===== src/hdl/bba_pkg.sv =====
package bba_pkg;

  // Field and register widths
  localparam int CFG_W = 13;
  localparam int BLK_IN_W = 12;
  localparam int CMD_W = 2;
  localparam int ST_W = 2;

  // Default size of the map and reset value of the block count
  localparam int MAX_BLOCKS_DEF = 4096;
  localparam logic [CFG_W-1:0] COUNT_RST = CFG_W'(4096);

  // Command codes
  localparam logic [CMD_W-1:0] CMD_QUERY = 2'd0;
  localparam logic [CMD_W-1:0] CMD_RANGE = 2'd1;
  localparam logic [CMD_W-1:0] CMD_FIRST = 2'd2;

  // Status codes
  localparam logic [ST_W-1:0] ST_OK = 2'd0;
  localparam logic [ST_W-1:0] ST_OCCUPIED = 2'd1;
  localparam logic [ST_W-1:0] ST_FULL = 2'd2;
  localparam logic [ST_W-1:0] ST_RANGE = 2'd3;

  // Source of the data written into a map byte
  typedef enum logic [1:0] {
    WR_ZERO,
    WR_RANGE,
    WR_FIRST
  } wr_sel_t;

  // Commands from the controller to the datapath
  typedef struct packed {
    logic load;
    logic rewind;
    logic step;
    logic wr_en;
    wr_sel_t wr_sel;
    logic done;
    logic [ST_W-1:0] done_status;
    logic number_valid;
  } ctl_t;

  // Status from the datapath to the controller
  typedef struct packed {
    logic query_bad;
    logic range_bad;
    logic none_free;
    logic hit;
    logic found;
    logic last;
    logic clear_last;
  } stat_t;

  // Bits of a map byte that belong to block offsets lo_off..hi_off.
  // Offset 0 is the most significant bit.
  function automatic logic [7:0] range_mask(input logic [2:0] lo_off,
                                            input logic [2:0] hi_off);
    logic [7:0] m;
    m = '0;
    for (int p = 0; p < 8; p++) begin
      m[7-p] = (3'(p) >= lo_off) && (3'(p) <= hi_off);
    end
    return m;
  endfunction

  // Lowest eligible free offset in a byte: {found, offset}.
  function automatic logic [3:0] first_free(input logic [7:0] map_byte,
                                            input logic [7:0] mask);
    logic [3:0] r;
    r = '0;
    for (int p = 7; p >= 0; p--) begin
      if (mask[7-p] && !map_byte[7-p]) begin
        r = {1'b1, 3'(p)};
      end
    end
    return r;
  endfunction

endpackage


===== src/hdl/bba_ctrl.sv =====
module bba_ctrl (
  input  logic                        clk,
  input  logic                        rst_n,
  input  logic                        start,
  input  logic [bba_pkg::CMD_W-1:0]   in_command,
  input  bba_pkg::stat_t              stat,
  output bba_pkg::ctl_t               ctl,
  output logic                        busy
);
  import bba_pkg::*;

  typedef enum logic [2:0] {
    S_CLEAR,
    S_IDLE,
    S_QUERY,
    S_RCHK,
    S_RMARK,
    S_FSCAN
  } state_t;

  state_t state_r, state_nxt;
  logic busy_r, busy_nxt;

  // Next state and datapath commands
  always_comb begin
    state_nxt = state_r;
    ctl = '0;
    ctl.wr_sel = WR_ZERO;
    case (state_r)
      S_CLEAR: begin
        ctl.wr_en = 1'b1;
        ctl.wr_sel = WR_ZERO;
        if (stat.clear_last) begin
          state_nxt = S_IDLE;
        end else begin
          ctl.step = 1'b1;
        end
      end
      S_IDLE: begin
        if (start) begin
          ctl.load = 1'b1;
          case (in_command)
            CMD_QUERY: begin
              if (stat.query_bad) begin
                ctl.done = 1'b1;
                ctl.done_status = ST_RANGE;
              end else begin
                state_nxt = S_QUERY;
              end
            end
            CMD_RANGE: begin
              if (stat.range_bad) begin
                ctl.done = 1'b1;
                ctl.done_status = ST_RANGE;
              end else begin
                state_nxt = S_RCHK;
              end
            end
            CMD_FIRST: begin
              if (stat.none_free) begin
                ctl.done = 1'b1;
                ctl.done_status = ST_FULL;
              end else begin
                state_nxt = S_FSCAN;
              end
            end
            default: begin
              ctl.done = 1'b1;
              ctl.done_status = ST_RANGE;
            end
          endcase
        end
      end
      S_QUERY: begin
        ctl.done = 1'b1;
        ctl.done_status = stat.hit ? ST_OCCUPIED : ST_OK;
        state_nxt = S_IDLE;
      end
      S_RCHK: begin
        // First pass: any used block in the range aborts the transaction.
        if (stat.hit) begin
          ctl.done = 1'b1;
          ctl.done_status = ST_OCCUPIED;
          state_nxt = S_IDLE;
        end else if (stat.last) begin
          ctl.rewind = 1'b1;
          state_nxt = S_RMARK;
        end else begin
          ctl.step = 1'b1;
        end
      end
      S_RMARK: begin
        // Second pass: mark every block of the range used.
        ctl.wr_en = 1'b1;
        ctl.wr_sel = WR_RANGE;
        if (stat.last) begin
          ctl.done = 1'b1;
          ctl.done_status = ST_OK;
          state_nxt = S_IDLE;
        end else begin
          ctl.step = 1'b1;
        end
      end
      S_FSCAN: begin
        if (stat.found) begin
          ctl.wr_en = 1'b1;
          ctl.wr_sel = WR_FIRST;
          ctl.done = 1'b1;
          ctl.done_status = ST_OK;
          ctl.number_valid = 1'b1;
          state_nxt = S_IDLE;
        end else if (stat.last) begin
          ctl.done = 1'b1;
          ctl.done_status = ST_FULL;
          state_nxt = S_IDLE;
        end else begin
          ctl.step = 1'b1;
        end
      end
      default: begin
        state_nxt = S_IDLE;
      end
    endcase
  end

  assign busy_nxt = (state_nxt != S_IDLE);

  // State and registered busy flag
  always_ff @(posedge clk) begin
    if (!rst_n) begin
      state_r <= S_CLEAR;
      busy_r <= 1'b1;
    end else begin
      state_r <= state_nxt;
      busy_r <= busy_nxt;
    end
  end

  assign busy = busy_r;

endmodule


===== src/hdl/bba_dp.sv =====
module bba_dp #(
  parameter int MAX_BLOCKS = bba_pkg::MAX_BLOCKS_DEF
) (
  input  logic                           clk,
  input  logic                           rst_n,
  input  logic [bba_pkg::CMD_W-1:0]      in_command,
  input  logic [bba_pkg::BLK_IN_W-1:0]   in_first_block,
  input  logic [bba_pkg::BLK_IN_W-1:0]   in_last_block,
  input  logic                           cfg_valid,
  output logic                           cfg_ready,
  input  logic [bba_pkg::CFG_W-1:0]      cfg_data,
  input  bba_pkg::ctl_t                  ctl,
  output bba_pkg::stat_t                 stat,
  output logic                           out_valid,
  output logic [bba_pkg::ST_W-1:0]       out_status,
  output logic [bba_pkg::BLK_IN_W-1:0]   out_block_number
);
  import bba_pkg::*;

  localparam int MAP_BYTES = (MAX_BLOCKS + 7) / 8;
  localparam int ADDR_W = (MAP_BYTES > 1) ? $clog2(MAP_BYTES) : 1;
  localparam bit CAP = MAX_BLOCKS < (1 << CFG_W);
  localparam logic [CFG_W-1:0] CAP_VAL = CAP ? CFG_W'(MAX_BLOCKS) : '1;
  localparam logic [ADDR_W-1:0] LAST_ADDR = ADDR_W'(MAP_BYTES - 1);

  logic [7:0] mem [MAP_BYTES];
  logic [7:0] rdata_r;
  logic [CFG_W-1:0] count_r;
  logic [CFG_W-1:0] lo_r, lo_nxt, hi_r, hi_nxt;
  logic [ADDR_W-1:0] addr_r, addr_nxt, end_r;
  logic out_valid_r;
  logic [ST_W-1:0] out_status_r;
  logic [BLK_IN_W-1:0] out_number_r;

  logic [CFG_W-1:0] cnt;
  logic [CFG_W-1:0] first_ext, last_ext;
  logic [2:0] lo_off, hi_off;
  logic [7:0] mask;
  logic [3:0] ff;
  logic [7:0] wdata;
  logic [BLK_IN_W-1:0] blk_num;

  // The configuration register is always writable.
  assign cfg_ready = 1'b1;

  always_ff @(posedge clk) begin
    if (!rst_n) begin
      count_r <= COUNT_RST;
    end else if (cfg_valid) begin
      count_r <= cfg_data;
    end
  end

  // Effective block count and early checks on the incoming transaction
  assign cnt = (CAP && (count_r > CAP_VAL)) ? CAP_VAL : count_r;
  assign first_ext = CFG_W'(in_first_block);
  assign last_ext = CFG_W'(in_last_block);
  assign stat.query_bad = first_ext >= cnt;
  assign stat.range_bad = (first_ext > last_ext) || (last_ext >= cnt);
  assign stat.none_free = cnt <= CFG_W'(1);

  // Block range of the transaction
  always_comb begin
    case (in_command)
      CMD_FIRST: begin
        lo_nxt = CFG_W'(1);
        hi_nxt = cnt - CFG_W'(1);
      end
      CMD_RANGE: begin
        lo_nxt = first_ext;
        hi_nxt = last_ext;
      end
      default: begin
        lo_nxt = first_ext;
        hi_nxt = first_ext;
      end
    endcase
  end

  // Byte address walk; the read always targets the next address.
  always_comb begin
    if (ctl.load) begin
      addr_nxt = ADDR_W'(lo_nxt >> 3);
    end else if (ctl.rewind) begin
      addr_nxt = ADDR_W'(lo_r >> 3);
    end else if (ctl.step) begin
      addr_nxt = addr_r + ADDR_W'(1);
    end else begin
      addr_nxt = addr_r;
    end
  end

  always_ff @(posedge clk) begin
    if (!rst_n) begin
      addr_r <= '0;
    end else begin
      addr_r <= addr_nxt;
    end
  end

  always_ff @(posedge clk) begin
    if (ctl.load) begin
      lo_r <= lo_nxt;
      hi_r <= hi_nxt;
      end_r <= ADDR_W'(hi_nxt >> 3);
    end
  end

  // Blocks of the current byte that lie inside the range
  assign lo_off = (addr_r == ADDR_W'(lo_r >> 3)) ? lo_r[2:0] : 3'd0;
  assign hi_off = (addr_r == end_r) ? hi_r[2:0] : 3'd7;
  assign mask = range_mask(lo_off, hi_off);
  assign ff = first_free(rdata_r, mask);
  assign blk_num = BLK_IN_W'({addr_r, ff[2:0]});

  assign stat.hit = (rdata_r & mask) != 8'd0;
  assign stat.found = ff[3];
  assign stat.last = addr_r == end_r;
  assign stat.clear_last = addr_r == LAST_ADDR;

  // Data written back into the map
  always_comb begin
    case (ctl.wr_sel)
      WR_RANGE: wdata = rdata_r | mask;
      WR_FIRST: wdata = rdata_r | (8'h80 >> ff[2:0]);
      default:  wdata = 8'h00;
    endcase
  end

  // Free map: one write port at the current address, registered read
  always_ff @(posedge clk) begin
    if (ctl.wr_en) begin
      mem[addr_r] <= wdata;
    end
    rdata_r <= mem[addr_nxt];
  end

  // Result registers
  always_ff @(posedge clk) begin
    if (!rst_n) begin
      out_valid_r <= 1'b0;
    end else begin
      out_valid_r <= ctl.done;
    end
  end

  always_ff @(posedge clk) begin
    if (ctl.done) begin
      out_status_r <= ctl.done_status;
      out_number_r <= ctl.number_valid ? blk_num : '0;
    end
  end

  assign out_valid = out_valid_r;
  assign out_status = out_status_r;
  assign out_block_number = out_number_r;

endmodule


===== src/hdl/block_bitmap_allocator.sv =====
// Bitmap block allocator: one bit per block, 1 = used, lowest block in the
// most significant bit of each map byte.
// Input channel: a transaction (in_command, in_first_block, in_last_block)
// is taken on a clock edge with start high and busy low. Commands are query
// one block, allocate a range, and allocate the lowest free block above 0.
// Result channel: out_valid is high for exactly one cycle with out_status
// and out_block_number; the receiver cannot stall it.
// Configuration: cfg_data loads the block count when cfg_valid is high;
// cfg_ready is always high. Write it only while the block is idle.
// A rejected command gives its result without leaving idle; a query reads
// its one map byte; a range is checked byte by byte up to its first used
// block and, if none is used, walked again to mark every block; a first-free
// search reads map bytes until it finds a free block (at most ceil(count/8)
// bytes). The map is walked one byte per cycle; busy is already low in the
// strobe cycle, so the next transaction can be taken at the edge that ends it.
// Reset: the map is cleared by a pass over all (MAX_BLOCKS+7)/8 bytes, 512
// by default, with busy high; the block count resets to 4096.
module block_bitmap_allocator #(
  parameter int MAX_BLOCKS = bba_pkg::MAX_BLOCKS_DEF
) (
  input  logic                           clk,
  input  logic                           rst_n,
  input  logic                           start,
  output logic                           busy,
  input  logic [bba_pkg::CMD_W-1:0]      in_command,
  input  logic [bba_pkg::BLK_IN_W-1:0]   in_first_block,
  input  logic [bba_pkg::BLK_IN_W-1:0]   in_last_block,
  output logic                           out_valid,
  output logic [bba_pkg::ST_W-1:0]       out_status,
  output logic [bba_pkg::BLK_IN_W-1:0]   out_block_number,
  input  logic                           cfg_valid,
  output logic                           cfg_ready,
  input  logic [bba_pkg::CFG_W-1:0]      cfg_data
);
  import bba_pkg::*;

  ctl_t ctl;
  stat_t stat;

  // Sequencer
  bba_ctrl u_ctrl (
    .clk        (clk),
    .rst_n      (rst_n),
    .start      (start),
    .in_command (in_command),
    .stat       (stat),
    .ctl        (ctl),
    .busy       (busy)
  );

  // Map memory, address walk and result registers
  bba_dp #(
    .MAX_BLOCKS (MAX_BLOCKS)
  ) u_dp (
    .clk              (clk),
    .rst_n            (rst_n),
    .in_command       (in_command),
    .in_first_block   (in_first_block),
    .in_last_block    (in_last_block),
    .cfg_valid        (cfg_valid),
    .cfg_ready        (cfg_ready),
    .cfg_data         (cfg_data),
    .ctl              (ctl),
    .stat             (stat),
    .out_valid        (out_valid),
    .out_status       (out_status),
    .out_block_number (out_block_number)
  );

endmodule


===== config.mk =====
export PLATFORM = sky130hd
export DESIGN_NAME = block_bitmap_allocator
export DESIGN_NICKNAME = d
export VERILOG_FILES = /design/src/hdl/bba_pkg.sv /design/src/hdl/bba_ctrl.sv /design/src/hdl/bba_dp.sv /design/src/hdl/block_bitmap_allocator.sv
export SDC_FILE = /design/constraint.sdc
export NUM_CORES = 2
export LEC_CHECK = 0
export BUFFER_PORTS_ARGS = -buffer_cell sky130_fd_sc_hd__clkbuf_2
export CAP_MARGIN = 20
export CORE_AREA = 5 5 695 697
export DETAILED_ROUTE_END_ITERATION = 12
export DIE_AREA = 0 0 700 702
export PLACE_DENSITY_LB_ADDON = 0.15
export RECOVER_POWER = 50
export SLEW_MARGIN = 15
export SYNTH_ARGS = -nofsm -noshare
export SYNTH_HDL_FRONTEND = slang
export SYNTH_SLANG_ARGS = --single-unit

===== constraint.sdc =====
create_clock -name clk -period 29 [get_ports clk]
set_input_delay 8.7 -clock clk [delete_from_list [all_inputs] [get_ports clk]]
set_output_delay 8.7 -clock clk [all_outputs]
set_load 0.05 [all_outputs]

# Word-level counts from Yosys, hierarchy flattened
# Memories as Yosys holds them, arrays and structs flattened. A register that Yosys moved wholly into a read port is not among the register bits.
# Cells that the tools add are included.
# word_totals
ramBits	4096
word_cells	134
latch_bits	0
inputBits	43
output_inout_bits	17
romBits	0
memories	1
reg_bits	65
# mem_list
memory	words	width	rd	rd_clocked_by_memory_dff	write_ports	line_no	source
u_dp.mem	512	8	1	1	1	bba_dp.sv:26	logic [7:0] mem [MAP_BYTES];
# op_classes
reduce_logical	28
n_mul	0
n_lt_le_gt_ge	21
div	0
mux	54
n_bitwise	3
add_sub_neg	2
n_shift	1
eq_ne	13
# op_table
op	count
$mux 3	20
$mux 4	8
$pmux 3 s5	2
$mux 9	3
$pmux 3 s3	3
$ge 12x13->1	2
$pmux 12 s2	1
$eq 9x9->1	2
$logic_and 1x1->1	16
$or 8x8->8	2
$pmux 8 s2	1
$gt 13x13->1 const B	1
$le 13x1->1 const B	1
$mux 13	1
$ge 3x3->1 const A	4
$gt 12x12->1	1
$le 3x3->1 const A	4
$mux 1	12
$mux 12	1
$sub 12x1->12 const B	1
$add 9x1->9 const B	1
$eq 9x9->1 const B	1
$and 8x8->8	1
$logic_not 1->1	8
17 further kinds	25

# Depth between registers and ports, before layout
# depth
depth_word	18
mapped_depth	26
depth_no_buf	20

# Hierarchy
# Synthesis repeated with hierarchy kept, for this count alone.
# hier_totals
hier_cells	12466
area_unflattened_um2	169173.5
# by_module_without_submodules
module	instances	area_per_inst_um2	seq_area_each_um2	cells_per_inst
bba_dp	1	168728.1	124759.7	12407
bba_ctrl	1	445.4	80.1	59

# Worst setup path before layout
# Ideal clock, no wire load.
# synth_path
path_type	register to register
from	register u_dp.lo_r[10]
to	memory u_dp.mem[0][4], data pin
stages_incl_launch_ff	13
slack_ns	7.765
synth_period_minus_slack_ns	21.235
setup_ns	3.250
t_arrival_ns	17.985
path_buffers	1
t_required_ns	25.750
path_cell_list	edfxtp_1 xor2_1 or4_4 buf_6 nor4_4 a22oi_1 and2_1 o32ai_1 o21ai_0 o31a_1 nor2_1 nand4_1 a31oi_1
# synth_via
elab_chain_len	17
word_cells_on_any_way	42
cone_classes	8 x order compare; 3 x eq/ne; 1 x shift; 12 x mux; 2 x bitwise; 16 x reduce/logical
# synth_rtl
item	line_no	source
from (decl)	bba_dp.sv:29	logic [CFG_W-1:0] lo_r, lo_nxt, hi_r, hi_nxt;
from (signal assigned)	bba_dp.sv:103	lo_r <= lo_nxt;
$eq 9x9->1 (*)	bba_dp.sv:110	assign lo_off = (addr_r == ADDR_W'(lo_r >> 3)) ? lo_r[2:0] : 3'd0;
$mux 3 (*)	bba_dp.sv:110	
$ge 3x3->1	bba_pkg.sv:61	m[7-p] = (3'(p) >= lo_off) && (3'(p) <= hi_off);
$logic_and 1x1->1	bba_pkg.sv:61	
$logic_and 1x1->1	bba_pkg.sv:72	if (mask[7-p] && !map_byte[7-p]) begin
$mux 4 (8 in series)	bba_pkg.sv:72	
$mux 3	bba_ctrl.sv:105	if (stat.found) begin
$pmux 3 s3	bba_ctrl.sv:29	case (state_r)
$eq 2x2->1 / $eq 2x1->1 (equally long branches)	bba_dp.sv:123	case (ctl.wr_sel)
$pmux 8 s2 (*)	bba_dp.sv:123	
net u_dp.wdata[4]	bba_dp.sv:40	logic [7:0] wdata;
to (decl)	bba_dp.sv:26	
# Mark *: on every way through the listed nets, which the timed path passes. The rest lies on a longest branch.

# Final worst setup path
# layout_path
from	input start
to	register u_dp.rdata_r[0] (read register of u_dp.mem)
# layout_via
elab_chain_len	3
# layout_rtl
item	line_no	source
from (decl)	block_bitmap_allocator.sv:23	input logic start,
$mux 1	bba_ctrl.sv:40	if (start) begin
$mux 1	bba_ctrl.sv:29	
$mux 9	bba_dp.sv:82	if (ctl.load) begin
to (decl)	bba_dp.sv:27	logic [7:0] rdata_r;
# No other way between the ends.
# A chain may end at the register's enable or synchronous reset.

==> reports/results.md <==
| Parameter | Value | Unit |
|---|---|---|
| Top cell family by delay on the critical path | simple AND/OR/NAND/NOR gates | - |
| Count of max-cap constraint violations | 29 | - |
| Hold slack final | 0.531 | ns |
| Total grt overflow | 0 | - |
| Cell type of the slowest stage on the worst timing path | sky130_fd_sc_hd__nor3_1 | - |
| Kind of path behind the tightest hold check | register to register | - |
| GRT Max-Usage Layer | met2 | - |
| Clock tree from TritonCTS | yes | - |
| Portion of the post-synthesis area used by sequential elements | 0.751 | - |
| Leakage power | 53.5 | nW |
| Filler cells | 42,800 | - |
| Accumulated negative setup slack | 0 | ns |
| I/O pin count | 60 | - |
| Number of buffers added by the clock tree synthesis step | 443 | - |
| Chip width | 700 | um |
| CTS Root Cell | sky130_fd_sc_hd__clkbuf_16 | - |
| Site Rows | 254 | - |
| Vertical extent of the die | 702 | um |
| Post-synth EDFFs | 4,134 | - |
| Final Critical Period | 15.86 | ns |
| Weighted congestion reported at the end of routability-driven placement | 0.843 | - |
| Fraction of synthesis flops using an asynchronous set or reset pin | 0 | - |
| Iteration-0 DRC count of the detailed router | 11,202 | - |
| Failing checks | capacitance limit, slew limit | - |
| Final count of hold timing violations | 0 | - |
| Total count of max-transition violations in the final report | 1,272 | - |
| Worst setup path category | input pin to register | - |
| Yosys warning total | 0 | - |
| Slack of the critical path | 13.14 | ns |
| Routing usage on met2 | 0.350 | - |
| Cells along the critical path | clkbuf_2, nand2_1, nor2_1, nand2_1, o21ai_2, buf_4, a31oi_1, nand3_4, buf_4, buf_4, buf_4, nor4_2, buf_4, a22oi_1, o211ai_1, nor3_1, buf_4, a31oi_1, nor2_2, or4b_1 | - |
| Deepest clock path buffer count | 4 | - |
| Skew-Pair Late Insertion Delay | 1.03 | ns |
| Maximum operating frequency | 0.0630 | GHz |
| CTS Hold Buffers Added | 0 | - |
| Crit-path most repeated cell | sky130_fd_sc_hd__buf_4 | - |
| Area enclosed by the die boundary | 491,000 | um^2 |
| Register cell area after layout | 125,000 | um^2 |
| Deepest level of the CTS H-tree | 5 | - |
| Number of buffers added on ports | 58 | - |
| Maximum vdd drop | 0.0518 | mV |
| First-pass GRT wire length | 769,000 | um |
| Via count of the first global-routing pass | 92,120 | - |
| Post-detailed-routing wire length | 559,000 | um |
| Detail-routed net length per standard cell | 34.1 | um |
| Estimated wirelength of the detail-placed design | 339,000 | um |
| Number of cells produced by synthesis | 9,540 | - |
| Number of distinct library cells after synthesis | 93 | - |
| Capturing element type of the critical path | register | - |
| Arrival time at the worst endpoint | 16.75 | ns |
| Number of buffer and inverter instances along the worst setup path | 7 | - |
| Worst EP required | 29.89 | ns |
| Critical path launch point type | input pin | - |
| Slew at the pin closest to its max-slew limit | 7.27 | ns |
| Run status | finished with violations | - |
| DR vias | 94,028 | - |
| Worst-path clk slew | 0.06 | ns |
| Post-Place Setup Slack | 12.22 | ns |
| Final worst clock skew | 0.0709 | ns |
| Layout cell share with drive strength beyond 1 | 0.175 | - |
| Pre-Repair DR Iteration Count | 7 | - |
| Antenna violations before repair | 49 | - |
| Final Cycle Share | 0.547 | - |
| Most common cell after layout, fill and taps aside | sky130_fd_sc_hd__edfxtp_1 | - |
| Number of endpoints failing setup at the final stage | 0 | - |
| Antenna Violating Nets Remaining | 0 | - |
| Avg Inst Size Synth | 17.4 | um^2 |
| Multi-input logic area | 38,800 | um^2 |
| Clock net sink count | 4,169 | - |
| Vias per cell | 5.74 | - |
| Core box area | 476,000 | um^2 |
| Final non-filler cell total | 16,381 | - |
| Largest stage delay on the critical path | 0.88 | ns |
| Highest net fanout along the worst path | 61 | - |
| Net count of the mapped netlist | 9,631 | - |
| GR Layer Usage met3 | 0.0448 | - |
| Netlist Area Pre-Place | 166,000 | um^2 |
| Met1 demand-to-capacity share in global routing | 0.312 | - |
| Overall track demand over capacity in global routing | 0.221 | - |
| Commonest cells after routing, fill and taps aside | 4,134 x sky130_fd_sc_hd__edfxtp_1, 1,210 x sky130_fd_sc_hd__nand2_1, 716 x sky130_fd_sc_hd__mux4_2 | - |
| P per Cell Area | 69.7 | nW/um^2 |
| Number of synthesized register bits | 4,169 | - |
| DRC errors left | 0 | - |
| Main synth FF type | sky130_fd_sc_hd__edfxtp_1 | - |
| Post CTS Setup Buffer Count | 0 | - |
| Placed Cells incl. Taps | 15,554 | - |
| Initial core utilization | 0.349 | - |
| Nets@finish | 9,823 | - |
| Maximum number of pins on one net before global-route repair | 170 | - |
| Worst relative slew slack | -3.84 | - |
| CTS-repair resized insts | 0 | - |
| Syn-to-layout area delta | 13.4 | % |
| Setup repair after global routing missed its margin | false | - |
[Yosys cell counts (all sizes together) (99+ instances only)]
cell | instances | area [um^2]
nand3 | 451 | 2260
buf | 370 | 2140
edfxtp | 4134 | 124000
a22oi | 116 | 871
a21oi | 234 | 1180
a31oi | 128 | 801
clkbuf | 236 | 886
nand2 | 1230 | 4630
nor2 | 651 | 2450
mux4 | 716 | 16100
mux2i | 236 | 2360
a32oi | 99 | 867
[path summary, 6_finish.rpt]
path | start | endpoint | slack (ns) | depth (start not counted)
setup / recovery | start | u_dp.rdata_r[0]$_DFF_P_ | 13.14 | 20
hold / removal | u_dp.count_r[8]$_SDFFE_PN0P_ | u_dp.count_r[8]$_SDFFE_PN0P_ | 0.53 | 2
setup reg to reg | u_dp.addr_r[2]$_SDFF_PN0_ | u_dp.mem[41][5]$_DFFE_PP_ | 13.72 | 15
hold reg to reg | u_dp.count_r[8]$_SDFFE_PN0P_ | u_dp.count_r[8]$_SDFFE_PN0P_ | 0.53 | 2
[cells by family after synthesis]
logic type / after synthesis / synth area share
AOI/OAI and AO/OA: 1015 / 0.0430
DFF: 4169 / 0.751
xor gates and xnor gates: 30 / 0.00158
adders and majority gates: 48 / 0.00361
muxes: 954 / 0.111
other: 1 / 0.0000226
buffers and inverters: 643 / 0.0191
and+or+nand+nor: 2680 / 0.0699
[power breakdown]
part | switching (W) | total (W) | internal [W] | leakage, nW
logic | 0.000651 | 0.000929 | 0.000278 | 14.1
registers | 0.0000270 | 0.00656 | 0.00653 | 32.5
clock network | 0.00241 | 0.00566 | 0.00325 | 6.96
total | 0.00308 | 0.0131 | 0.0101 | 53.5
[worst min-delay path, delay by kind of cell, from the launching register on]
family / cells / cell delay [ns]
and+or+nand+nor: 1 / 0.10
muxes: 1 / 0.07
DFF: 1 / 0.33
[registers in the layout, indices dropped and copies added (netlist names)]
name	flops
u_ctrl.busy	1
u_dp.hi_r	3
u_dp.count_r	13
u_ctrl.state_r	3
u_dp.out_status	2
u_dp.end_r	9
u_dp.out_valid	1
u_dp.addr_r	9
u_dp.lo_r	12
u_dp.rdata_r	8
u_dp.mem	4096
u_dp.out_block_number	12
[layout make-up]
cell class                      count  area share
Clock inverter                    274      0.0142
Clock buffer                      534      0.0614
Tap cell                         6272      0.0416
Multi-Input combinational cell   4728       0.206
Sequential cell                  4169       0.662
Antenna cell                       14    0.000186
Inverter                           37    0.000737
Timing Repair Buffer              353      0.0138
[per-layer routing]
| layer | wire (um) | vias up |
|---|---|---|
| li1 | - | 38507 |
| met1 | 236000 | 50627 |
| met2 | 260000 | 4107 |
| met3 | 45200 | 773 |
| met4 | 17900 | 14 |
| met5 | 86 | - |
[metrics by stage]
| step | power, W | util | instance area [um^2] |
|---|---|---|---|
| floorplan | 0.00721 | - | 166000 |
| global placement | 0.00760 | 0.366 | 174000 |
| detailed placement | 0.00761 | 0.366 | 174000 |
| CTS | 0.0132 | 0.396 | 189000 |
| global route | 0.0135 | 0.396 | 188000 |
| finish | 0.0131 | 0.396 | 188000 |
(Power assumes the default switching activity.)
